**config.mk**
```make
export PLATFORM = sky130hd
export DESIGN_NAME = number_to_ascii_formatter
export DESIGN_NICKNAME = d
export VERILOG_FILES = /design/src/sv/nta_pkg.sv /design/src/sv/nta_front.sv /design/src/sv/nta_digit_stage.sv /design/src/sv/nta_pack.sv /design/src/sv/nta_serializer.sv /design/src/sv/number_to_ascii_formatter.sv
export SDC_FILE = /design/constraint.sdc
export NUM_CORES = 1
export LEC_CHECK = 0
export BUFFER_PORTS_ARGS = -buffer_cell sky130_fd_sc_hd__buf_2
export CELL_PAD_IN_SITES_DETAIL_PLACEMENT = 1
export CELL_PAD_IN_SITES_GLOBAL_PLACEMENT = 2
export CORE_ASPECT_RATIO = 1.1
export CORE_MARGIN = 10
export CORE_UTILIZATION = 49
export DETAILED_ROUTE_END_ITERATION = 10
export PLACE_DENSITY_LB_ADDON = 0.1
export SLEW_MARGIN = 20
export SYNTH_ARGS = -nofsm -noshare
export SYNTH_HDL_FRONTEND = slang
export SYNTH_SLANG_ARGS = --single-unit
export TNS_END_PERCENT = 100
```
**constraint.sdc**
```tcl
create_clock -name clk -period 17 [get_ports clk]
set_clock_uncertainty 0.05 [all_clocks]
set_input_delay 4.25 -clock clk [delete_from_list [all_inputs] [get_ports clk]]
set_output_delay 4.25 -clock clk [all_outputs]
set_load 0.02 [all_outputs]
```
**src/sv/nta_pkg.sv**
```systemverilog
// ----------------------------------------------------------------------------
// Number-to-ASCII formatter package
// Shared types, character codes and helper functions for the formatter
// pipeline stages.
// ----------------------------------------------------------------------------
package nta_pkg;

    // Format mode codes as they arrive on the request channel.
    localparam logic [2:0] MODE_UDEC8 = 3'd0;
    localparam logic [2:0] MODE_SDEC8 = 3'd1;
    localparam logic [2:0] MODE_UDEC16 = 3'd2;
    localparam logic [2:0] MODE_HEX8 = 3'd3;
    localparam logic [2:0] MODE_HEX16 = 3'd4;

    // Text is at most five characters long.
    localparam int NUM_CHARS = 5;
    // Four divide-by-ten stages leave the top decimal digit as the quotient.
    localparam int DIV_STAGES = 4;

    // Reciprocal of ten: (n * 52429) >> 19 equals n / 10 for every 16-bit n.
    localparam logic [15:0] DIV10_MAGIC = 16'd52429;
    localparam int DIV10_SHIFT = 19;

    localparam logic [7:0] CHAR_ZERO = 8'h30;
    localparam logic [7:0] CHAR_NINE = 8'h39;
    localparam logic [7:0] CHAR_UPPER_A = 8'h41;
    localparam logic [7:0] CHAR_UPPER_F = 8'h46;
    localparam logic [7:0] CHAR_MINUS = 8'h2D;

    typedef enum logic [1:0] {
        FMT_DEC,
        FMT_HEX2,
        FMT_HEX4
    } fmt_t;

    // Item as it moves through the front end and the divider stages.
    typedef struct packed {
        fmt_t                        fmt;
        logic                        neg;
        logic [15:0]                 raw;
        logic [15:0]                 quot;
        logic [DIV_STAGES-1:0][3:0]  digits;
    } work_t;

    // Finished text: chars[0] is sent first.
    typedef struct packed {
        logic [NUM_CHARS-1:0][7:0] chars;
        logic [2:0]                count;
    } text_t;

    function automatic logic [7:0] dec_char(input logic [3:0] d);
        return CHAR_ZERO + {4'h0, d};
    endfunction

    function automatic logic [7:0] hex_char(input logic [3:0] nib);
        logic [7:0] c;
        if (nib < 4'd10)
        begin
            c = CHAR_ZERO + {4'h0, nib};
        end
        else
        begin
            c = CHAR_UPPER_A + {4'h0, nib - 4'd10};
        end
        return c;
    endfunction

endpackage

```
**src/sv/nta_front.sv**
```systemverilog
// ----------------------------------------------------------------------------
// Formatter front end
// Decodes the mode, takes the magnitude of a signed byte and registers the
// item for the divider chain. Requests with an unused mode are taken and
// dropped here.
// ----------------------------------------------------------------------------
module nta_front
(
    input  logic           clk,
    input  logic           rst_n,
    input  logic           in_valid,
    output logic           in_stall,
    input  logic [2:0]     mode,
    input  logic [15:0]    value,
    output logic           out_valid,
    input  logic           out_stall,
    output nta_pkg::work_t out_item
);
    import nta_pkg::*;

    logic   valid_reg;
    logic   valid_next;
    work_t  item_reg;
    work_t  item_next;
    logic   take;
    logic [7:0] low_byte;

    assign low_byte = value[7:0];
    assign in_stall = valid_reg && out_stall;
    assign take     = in_valid && !in_stall;

    always_comb
    begin
        item_next.fmt    = FMT_DEC;
        item_next.neg    = 1'b0;
        item_next.raw    = value;
        item_next.quot   = {8'h00, low_byte};
        item_next.digits = '0;
        valid_next       = 1'b1;
        unique case (mode)
            MODE_UDEC8:
            begin
                item_next.quot = {8'h00, low_byte};
            end
            MODE_SDEC8:
            begin
                // The negated byte is 1..128, which still fits in eight bits.
                item_next.neg = low_byte[7];
                if (low_byte[7])
                begin
                    item_next.quot = {8'h00, (~low_byte) + 8'd1};
                end
            end
            MODE_UDEC16:
            begin
                item_next.quot = value;
            end
            MODE_HEX8:
            begin
                item_next.fmt = FMT_HEX2;
            end
            MODE_HEX16:
            begin
                item_next.fmt = FMT_HEX4;
            end
            default:
            begin
                valid_next = 1'b0;
            end
        endcase
    end

    always_ff @(posedge clk or negedge rst_n)
    begin
        if (!rst_n)
        begin
            valid_reg <= 1'b0;
        end
        else if (!in_stall)
        begin
            valid_reg <= take && valid_next;
        end
    end

    always_ff @(posedge clk)
    begin
        if (take)
        begin
            item_reg <= item_next;
        end
    end

    assign out_valid = valid_reg;
    assign out_item  = item_reg;

endmodule

```
**src/sv/nta_digit_stage.sv**
```systemverilog
// ----------------------------------------------------------------------------
// Divide-by-ten stage
// Splits one decimal digit off the running quotient with a reciprocal
// multiply and shifts it into the digit vector.
// ----------------------------------------------------------------------------
module nta_digit_stage
(
    input  logic           clk,
    input  logic           rst_n,
    input  logic           in_valid,
    output logic           in_stall,
    input  nta_pkg::work_t in_item,
    output logic           out_valid,
    input  logic           out_stall,
    output nta_pkg::work_t out_item
);
    import nta_pkg::*;

    logic        valid_reg;
    work_t       item_reg;
    work_t       item_next;
    logic        take;
    logic [31:0] prod;
    logic [12:0] quot10;
    logic [15:0] times10;
    logic [15:0] rem16;

    assign in_stall = valid_reg && out_stall;
    assign take     = in_valid && !in_stall;

    assign prod    = {16'h0000, in_item.quot} * {16'h0000, DIV10_MAGIC};
    assign quot10  = prod[31:DIV10_SHIFT];
    assign times10 = {quot10, 3'b000} + {2'b00, quot10, 1'b0};
    assign rem16   = in_item.quot - times10;

    always_comb
    begin
        item_next        = in_item;
        item_next.quot   = {3'b000, quot10};
        item_next.digits = {rem16[3:0], in_item.digits[DIV_STAGES-1:1]};
    end

    always_ff @(posedge clk or negedge rst_n)
    begin
        if (!rst_n)
        begin
            valid_reg <= 1'b0;
        end
        else if (!in_stall)
        begin
            valid_reg <= in_valid;
        end
    end

    always_ff @(posedge clk)
    begin
        if (take)
        begin
            item_reg <= item_next;
        end
    end

    assign out_valid = valid_reg;
    assign out_item  = item_reg;

endmodule

```
**src/sv/nta_pack.sv**
```systemverilog
// ----------------------------------------------------------------------------
// Text packing stage
// Turns digits or nibbles into ASCII, strips leading decimal zeros, adds the
// minus sign and counts the characters.
// ----------------------------------------------------------------------------
module nta_pack
(
    input  logic           clk,
    input  logic           rst_n,
    input  logic           in_valid,
    output logic           in_stall,
    input  nta_pkg::work_t in_item,
    output logic           out_valid,
    input  logic           out_stall,
    output nta_pkg::text_t out_text
);
    import nta_pkg::*;

    logic        valid_reg;
    text_t       text_reg;
    text_t       text_next;
    logic        take;
    logic [NUM_CHARS-1:0][3:0] dec;
    logic [NUM_CHARS-1:0][7:0] strip;
    logic [2:0]  lead;
    logic [2:0]  ndig;

    assign in_stall = valid_reg && out_stall;
    assign take     = in_valid && !in_stall;

    // dec[4] is the most significant digit.
    assign dec = {in_item.quot[3:0], in_item.digits};

    always_comb
    begin
        if (dec[4] != 4'd0)
        begin
            lead = 3'd0;
        end
        else if (dec[3] != 4'd0)
        begin
            lead = 3'd1;
        end
        else if (dec[2] != 4'd0)
        begin
            lead = 3'd2;
        end
        else if (dec[1] != 4'd0)
        begin
            lead = 3'd3;
        end
        else
        begin
            lead = 3'd4;
        end
    end

    assign ndig = 3'(NUM_CHARS) - lead;

    always_comb
    begin
        int k;
        for (int j = 0; j < NUM_CHARS; j++)
        begin
            k = j + int'(lead);
            if (k < NUM_CHARS)
            begin
                strip[j] = dec_char(dec[3'(NUM_CHARS - 1 - k)]);
            end
            else
            begin
                strip[j] = CHAR_ZERO;
            end
        end
    end

    always_comb
    begin
        text_next.chars = strip;
        text_next.count = ndig;
        unique case (in_item.fmt)
            FMT_DEC:
            begin
                if (in_item.neg)
                begin
                    text_next.chars = {strip[NUM_CHARS-2:0], CHAR_MINUS};
                    text_next.count = ndig + 3'd1;
                end
            end
            FMT_HEX2:
            begin
                text_next.chars[0] = hex_char(in_item.raw[7:4]);
                text_next.chars[1] = hex_char(in_item.raw[3:0]);
                text_next.count    = 3'd2;
            end
            FMT_HEX4:
            begin
                text_next.chars[0] = hex_char(in_item.raw[15:12]);
                text_next.chars[1] = hex_char(in_item.raw[11:8]);
                text_next.chars[2] = hex_char(in_item.raw[7:4]);
                text_next.chars[3] = hex_char(in_item.raw[3:0]);
                text_next.count    = 3'd4;
            end
            default:
            begin
                text_next.count = ndig;
            end
        endcase
    end

    always_ff @(posedge clk or negedge rst_n)
    begin
        if (!rst_n)
        begin
            valid_reg <= 1'b0;
        end
        else if (!in_stall)
        begin
            valid_reg <= in_valid;
        end
    end

    always_ff @(posedge clk)
    begin
        if (take)
        begin
            text_reg <= text_next;
        end
    end

    assign out_valid = valid_reg;
    assign out_text  = text_reg;

endmodule

```
**src/sv/nta_serializer.sv**
```systemverilog
// ----------------------------------------------------------------------------
// Character serializer
// Holds one finished text and sends it one character per unstalled cycle,
// loading the next text on the same edge that sends the last character.
// ----------------------------------------------------------------------------
module nta_serializer
(
    input  logic           clk,
    input  logic           rst_n,
    input  logic           in_valid,
    output logic           in_stall,
    input  nta_pkg::text_t in_text,
    output logic           out_valid,
    input  logic           out_stall,
    output logic [7:0]     char_code,
    output logic           last
);
    import nta_pkg::*;

    logic [NUM_CHARS-1:0][7:0] chars_reg;
    logic [2:0] cnt_reg;
    logic [2:0] cnt_next;
    logic [2:0] idx_reg;
    logic [2:0] idx_next;
    logic       busy_reg;
    logic       busy_next;
    logic       fire;
    logic       at_last;
    logic       take;

    assign at_last  = (idx_reg == cnt_reg - 3'd1);
    assign fire     = busy_reg && !out_stall;
    assign in_stall = busy_reg && !(fire && at_last);
    assign take     = in_valid && !in_stall;

    always_comb
    begin
        busy_next = busy_reg;
        idx_next  = idx_reg;
        cnt_next  = cnt_reg;
        if (take)
        begin
            busy_next = 1'b1;
            idx_next  = 3'd0;
            cnt_next  = in_text.count;
        end
        else if (fire && at_last)
        begin
            busy_next = 1'b0;
        end
        else if (fire)
        begin
            idx_next = idx_reg + 3'd1;
        end
    end

    always_ff @(posedge clk or negedge rst_n)
    begin
        if (!rst_n)
        begin
            busy_reg <= 1'b0;
            idx_reg  <= 3'd0;
            cnt_reg  <= 3'd0;
        end
        else
        begin
            busy_reg <= busy_next;
            idx_reg  <= idx_next;
            cnt_reg  <= cnt_next;
        end
    end

    always_ff @(posedge clk)
    begin
        if (take)
        begin
            chars_reg <= in_text.chars;
        end
    end

    assign out_valid = busy_reg;
    assign char_code = chars_reg[idx_reg];
    assign last      = busy_reg && at_last;

endmodule

```
**src/sv/number_to_ascii_formatter.sv**
```systemverilog
// ----------------------------------------------------------------------------
// Number-to-ASCII formatter
// Converts a value to decimal or hex ASCII text, one character per output
// request.
// ----------------------------------------------------------------------------
// A request carries mode and value on in_valid/in_stall. Modes 0..4 select
// unsigned byte decimal, signed byte decimal, unsigned 16-bit decimal, two
// hex digits and four hex digits. Modes 5..7 are taken and give no output.
// Each output request on out_valid/out_stall carries one ASCII character,
// with last high on the final character of the input request.
// The front end and four divide-by-ten stages and a packing stage form a
// six-stage pipeline, followed by the serializer register, which a request
// passes through before its first character is on the output. The output
// port sends one character per cycle while out_stall is low, and the next
// request's first character follows the previous request's last one with no
// gap when the packing stage already holds its text. A request has one to
// five characters. A new request can enter every cycle while the pipeline
// has room; in_stall rises once it fills.
// Reset clears all valid bits, so nothing is sent after reset until a new
// request is taken. When the receiver stalls, the current character and last
// hold and the stall backs up through the pipeline to in_stall; no request
// is lost or repeated.
// ----------------------------------------------------------------------------
module number_to_ascii_formatter
(
    input  logic        clk,
    input  logic        rst_n,
    input  logic        in_valid,
    output logic        in_stall,
    input  logic [2:0]  mode,
    input  logic [15:0] value,
    output logic        out_valid,
    input  logic        out_stall,
    output logic [7:0]  char_code,
    output logic        last
);
    import nta_pkg::*;

    // Handshake and payload between consecutive stages. Index 0 is the front
    // end output, index DIV_STAGES the last divider output.
    logic  [DIV_STAGES:0] stg_valid;
    logic  [DIV_STAGES:0] stg_stall;
    work_t                stg_item [DIV_STAGES+1];
    logic                 pack_valid;
    logic                 pack_stall;
    text_t                pack_text;

    nta_front u_front
    (
        .clk       (clk),
        .rst_n     (rst_n),
        .in_valid  (in_valid),
        .in_stall  (in_stall),
        .mode      (mode),
        .value     (value),
        .out_valid (stg_valid[0]),
        .out_stall (stg_stall[0]),
        .out_item  (stg_item[0])
    );

    // One digit is split off per stage, least significant first.
    for (genvar g = 0; g < DIV_STAGES; g++)
    begin : g_div
        nta_digit_stage u_digit
        (
            .clk       (clk),
            .rst_n     (rst_n),
            .in_valid  (stg_valid[g]),
            .in_stall  (stg_stall[g]),
            .in_item   (stg_item[g]),
            .out_valid (stg_valid[g+1]),
            .out_stall (stg_stall[g+1]),
            .out_item  (stg_item[g+1])
        );
    end

    nta_pack u_pack
    (
        .clk       (clk),
        .rst_n     (rst_n),
        .in_valid  (stg_valid[DIV_STAGES]),
        .in_stall  (stg_stall[DIV_STAGES]),
        .in_item   (stg_item[DIV_STAGES]),
        .out_valid (pack_valid),
        .out_stall (pack_stall),
        .out_text  (pack_text)
    );

    nta_serializer u_ser
    (
        .clk       (clk),
        .rst_n     (rst_n),
        .in_valid  (pack_valid),
        .in_stall  (pack_stall),
        .in_text   (pack_text),
        .out_valid (out_valid),
        .out_stall (out_stall),
        .char_code (char_code),
        .last      (last)
    );

endmodule

```
==> metrics.md, run 1 <==
| Metric | Value |
|---|---|
| Post-placement cell count | `2419` |
| Synthesized instance count | `1831` |
| Die Footprint | `52280 um2` |
| Die Ht | `238.8 um` |
| Crit path from | `out_stall` |
| Yosys cell types | `72` |
| Yosys warns | `0` |
| Core footprint | `43240 um2` |
| Antenna-violating nets left | `0` |
| Largest net degree at the start of global routing | `40` |
| RSZ-0062 raised after global routing | `false` |
| Most common cell after layout, fill and taps aside | `inv_1` |
| Io pins | `34` |
| Sequential cell area | `7893 um2` |
| Syn_nets | `2383` |
| CP startpoint kind | `input pin` |
| Drt first pass iters | `4` |
| Largest register FFs | `150` |
| Clock transition at the registers of the reported paths | `0.06 ns` |
| Post-synth EDFFs | `252` |
| Via/cell ratio | `5.291` |
| Overall die width | `218.9 um` |
| Post-CTS Hold Fix Bufs | `0` |
| Initial Util | `49.32%` |
| Wire length per cell | `17.92 um` |
| Post-synth top flop | `edfxtp_1` |
| Final wirelength | `44240 um` |
| Global routing met1 resource utilization | `21.56%` |
| FF-to-FF Start | `u_front.out_item[19]` |
| Most frequent cells in the layout | `inv_1 (403), ha_1 (360), edfxtp_1 (252)` |
| Area growth, synth to finish | `8.243%` |
| First-pass GRT wire length | `74190 um` |
| Worst-margin pin slew | `1.019 ns` |
| # clock sinks | `265` |
| Fin util | `53.39%` |
| Clock Latency Late Sink | `0.54 ns` |
| Non-Filler Instances | `2468` |
| GP Congestion | `0.8573` |
| Async S/R FF share, synth | `4.906%` |
| Post-synthesis sequential area ratio | `37.01%` |
| # fillers | `4595` |
| Data arrival, critical path | `5.60 ns` |
| Mean area per synthesized cell | `11.65 um2` |
| Max clock buf depth | `3` |
| Final hold viol count | `0` |
| Vias in the first global route | `14457` |
| Synthesized cell area | `21330 um2` |
| Met3 usage | `1.316%` |
| Grt peak-use layer | `met2` |
| Status | `completed` |
| Post-cts resize count | `0` |
| Initial antenna violation count | `0` |
| CTS tree | `built` |
| Setup TNS Final | `0 ns` |
| Synth Register Bits | `265` |
| Crit path required time | `12.70 ns` |
| F_max | `101.0 MHz` |
| Via count | `13058` |
| DR iter-0 viols | `523` |
| Nets | `2427` |
| CP Max Fanout | `7` |
| Postcts setup bufs | `0` |
| Residual DRC | `0` |
| Gr usage total | `17.54%` |
| Rel. slew slack | `31.90%` |
| Final worst path period share | `58.22%` |
| DP Wirelength | `37160 um` |
| GR Overflow Total | `0` |
| Worst min path class | `register to register` |
| Max-Cap Viols | `0` |
| # rows | `80` |
| Share of cells above drive strength 1 | `5.649%` |
| # diodes | `0` |
| Met2 GRT Util | `32.46%` |
| Worst Setup End Kind | `output port` |
| Clock root cell | `clkbuf_16` |
| Area of the multi-input gates | `11830 um2` |
| Crit path time final | `9.897 ns` |
| Final Max Tran Viols | `0` |
| Total CTS buffers | `27` |
| Final Setup Violations | `0` |
| Htree depth | `1` |
| IO buf count | `32` |
| CP Class | `input pin to output port` |
| HP Start | `g_div[1].u_digit.out_item[47]` |
[worst max-delay path, cell delays in order]
cell and delay (ns):
buf_2 0.14, o21ai_0 0.10, buf_4 0.17, nor2_1 0.32
and3_1 0.25, nand3_1 0.12, inv_1 0.07, buf_2 0.16
[layout make-up]
cell class,instances,share of cell area (%)
clock buffer,31,2.992
clock inverter,17,0.8889
inverter,405,6.585
multi-input combinational,1137,51.26
sequential,265,34.19
tap,574,3.111
timing repair buffer,39,0.9756
[path summary, 6_finish.rpt]
kind | endpoint | slack, ns | depth (start not counted)
min in group asynchronous | u_ser.idx_reg[2] | 3.55 | 1
setup / recovery | in_stall | 7.10 | 8
hold reg to reg | g_div[2].u_digit.out_item[47] | 0.36 | 0
setup reg to reg | g_div[0].u_digit.out_item[15] | 10.23 | 20
hold / removal | g_div[2].u_digit.out_item[47] | 0.36 | 0
max in group asynchronous | u_front.out_valid | 13.09 | 1
[per-stage QoR]
step | hold slack, ns | instance area [um2] | setup WS (ns)
6_report | 0.3634 | 23080 | 7.103
5_1_grt | 0.3625 | 23080 | 6.937
4_1_cts | 0.3642 | 23060 | 7.074
3_5_place_dp | 0.3552 | 22170 | 7.087
3_3_place_gp | 0.3501 | 22170 | 7.129
2_1_floorplan | 0.3503 | 21330 | 7.501
[synth_stat cells, drive strengths merged (24+ instances only)]
| library cell | instances | area (um2) |
|---|---|---|
| nor2 | 76 | 285.3 |
| a31oi | 24 | 150.1 |
| edfxtp | 252 | 7567 |
| inv | 405 | 1520 |
| nand2 | 73 | 274.0 |
| xor2 | 38 | 332.8 |
| a21oi | 44 | 224.0 |
| ha | 360 | 4504 |
| and2 | 24 | 150.1 |
| fa | 169 | 3383 |
| xnor2 | 38 | 332.8 |
| o21ai | 61 | 305.3 |
[routing by layer]
metal / up-vias / wire (um)
met1: 6548 / 19000
met2: 148 / 23310
met5: - / 0
met4: 0 / 937
met3: 57 / 981
li1: 6305 / -
[kinds of logic after synthesis]
logic type	synth area share [%]
buffers and inverters	7.592
other	0.01758
AND/OR/NAND/NOR	6.137
adder cells (fa/ha/maj)	36.98
AO/OA/AOI/OAI	7.668
multiplexers	1.050
flip-flops	37.01
XOR/XNOR	3.544
Power of run 1 is left out: the tool's default activity adds up to more than one toggle a clock period on the data nets, which glitch-free logic cannot reach.
==> inputs of run 2 (changes only) <==
Settings changed: CORE_UTILIZATION 49 to 41.
Clock period 17 ns to 8.68 ns, I/O delays scaled along.
==> run 2 against run 1 <==
Routed wire length is 6.7% higher; utilization is 7.9 points lower; flip-flop and latch count stayed put; register-to-register slack worse by 7.9 ns; via count is 0.13% lower; highest routed layer unchanged; critical endpoint is now g_div[0].u_digit.out_item[15]; largest cell class unchanged; sequential share of layout area is 0.40 points lower; setup slack worse by 4.8 ns; global-route usage is 1.9 points lower.
==> metrics.md, run 2 (synthesis results as in run 1) <==
| Metric | Value |
|---|---|
| CP top delay family | `adder cells` |
| Total CTS buffers | `30` |
| Sequential cell area | `7893 um2` |
| # rows | `87` |
| Slowest stage delay, CP | `0.55 ns` |
| Via count | `13041` |
| Final hold viol count | `0` |
| Drt first pass iters | `5` |
| CP Class | `register to register` |
| Postcts setup bufs | `0` |
| IO buf count | `32` |
| Overall die width | `237.5 um` |
| Core footprint | `51380 um2` |
| Global routing met1 resource utilization | `19.80%` |
| Crit path from | `u_front.out_item[19]` |
| Area of the multi-input gates | `11830 um2` |
| CP max stage cell | `edfxtp_1` |
| Max-Cap Viols | `0` |
| Stages on the worst setup path | `21` |
| Clock transition at the registers of the reported paths | `0.06 ns` |
| Via/cell ratio | `5.078` |
| Share of cells above drive strength 1 | `6.155%` |
| # fillers | `5526` |
| Largest register FFs | `150` |
| Setup TNS Final | `0 ns` |
| Cell mode on critical path | `fa_1` |
| Final worst path period share | `73.44%` |
| Nets | `2430` |
| Critical Path End | `g_div[0].u_digit.out_item[15]` |
| RSZ-0062 raised after global routing | `false` |
| Htree depth | `1` |
| Crit path required time | `8.94 ns` |
| Final Max Tran Viols | `0` |
| Worst min path class | `register to register` |
| Reg2reg end | `g_div[0].u_digit.out_item[15]` |
| GR Overflow Total | `0` |
| Final instance area | `23360 um2` |
| Cell Chain, Critical Path | `ha_1 -> inv_1 -> fa_1 -> inv_1 -> fa_1 -> fa_1 -> fa_1 -> inv_1 -> fa_1 -> inv_1 -> ha_1 -> o21a_1 -> o21ai_0 -> a21o_1 -> o31ai_1 -> or2_1 -> a21oi_1 -> xnor2_1 -> ha_1 -> xor2_1 -> xnor3_1` |
| Crit path time final | `6.374 ns` |
| # diodes | `0` |
| DP Wirelength | `39640 um` |
| Grt peak-use layer | `met2` |
| Rel. slew slack | `38.01%` |
| Largest net degree at the start of global routing | `40` |
| Worst Setup End Kind | `register` |
| Worst-margin pin slew | `0.9298 ns` |
| FF-to-FF Start | `u_front.out_item[19]` |
| Initial antenna violation count | `0` |
| Met2 GRT Util | `28.33%` |
| F_max | `156.9 MHz` |
| Register-to-register setup slack | `2.31 ns` |
| Most common cell after layout, fill and taps aside | `inv_1` |
| Wire length per cell | `18.38 um` |
| Gr usage total | `15.62%` |
| CTS tree | `built` |
| Post-cts resize count | `0` |
| Final wirelength | `47200 um` |
| Vias in the first global route | `14456` |
| WP buf/inv | `4` |
| Place WS | `2.248 ns` |
| Area growth, synth to finish | `9.534%` |
| Worst Setup Slack, final | `2.306 ns` |
| Status | `completed` |
| Placement-stage cell area | `22290 um2` |
| Clock Latency Late Sink | `0.58 ns` |
| Die Footprint | `61550 um2` |
| DR iter-0 viols | `559` |
| Worst Reg-to-Reg Cells | `21` |
| Most frequent cells in the layout | `inv_1 (403), ha_1 (360), edfxtp_1 (252)` |
| Residual DRC | `0` |
| CP startpoint kind | `register` |
| Data arrival, critical path | `6.63 ns` |
| Met3 usage | `1.730%` |
| GP Congestion | `0.8672` |
| # clock sinks | `265` |
| Post-CTS Hold Fix Bufs | `0` |
| First-pass GRT wire length | `77270 um` |
| Max clock buf depth | `3` |
| CP Max Fanout | `6` |
| Clock root cell | `clkbuf_16` |
| Initial Util | `41.51%` |
| Final Setup Violations | `0` |
| Antenna-violating nets left | `0` |
| Io pins | `34` |
| Die Ht | `259.2 um` |
==> run 2: cell type report <==
| type | count | area share, % |
|---|---|---|
| clock buffers | 31 | 3.230 |
| inverters | 405 | 6.508 |
| clock inverters | 24 | 1.285 |
| well taps | 667 | 3.573 |
| flip-flops and latches | 265 | 33.79 |
| repair buffers | 39 | 0.9641 |
| multi-input cells | 1137 | 50.65 |
==> run 2: routing by layer <==
metal,vias up,wire length (um)
li1,6325,-
met1,6546,21180
met2,117,24230
met3,53,940
met4,0,854
met5,-,0
==> run 2: worst register-to-register path, stage by stage, from the launching register on <==
cell and delay (ns):
edfxtp_1 0.55, ha_1 0.42, inv_1 0.08, fa_1 0.53, inv_1 0.05, fa_1 0.51, fa_1 0.52, fa_1 0.54
inv_1 0.05, fa_1 0.54, inv_1 0.05, ha_1 0.31, o21a_1 0.13, o21ai_0 0.16, a21o_1 0.10, o31ai_1 0.08
or2_1 0.32, a21oi_1 0.21, xnor2_1 0.16, ha_1 0.20, xor2_1 0.22, xnor3_1 0.35
==> run 2: worst min-delay path by stage <==
stage               cells after the start                             to  slack (ns)                          start
floorplan                               0  g_div[0].u_digit.out_item[32]        0.35           u_front.out_item[32]
global placement                        0   g_div[1].u_digit.out_item[9]        0.35  g_div[0].u_digit.out_item[13]
detailed placement                      0   g_div[3].u_digit.out_item[4]        0.36   g_div[2].u_digit.out_item[8]
CTS                                     0  g_div[3].u_digit.out_item[45]        0.34  g_div[2].u_digit.out_item[45]
global route                            0  g_div[2].u_digit.out_item[43]        0.35  g_div[1].u_digit.out_item[43]
finish                                  0  g_div[3].u_digit.out_item[45]        0.34  g_div[2].u_digit.out_item[45]
==> run 2: stage by stage <==
step	hold slack, ns	util [%]	instances
3_5_place_dp	0.3562	43.37	2512
2_1_floorplan	0.3503	-	1831
6_report	0.3438	45.47	2568
4_1_cts	0.3417	45.43	2567
3_3_place_gp	0.3502	43.37	2512
5_1_grt	0.3489	45.47	2568
Power of run 2 is left out for the same reason.
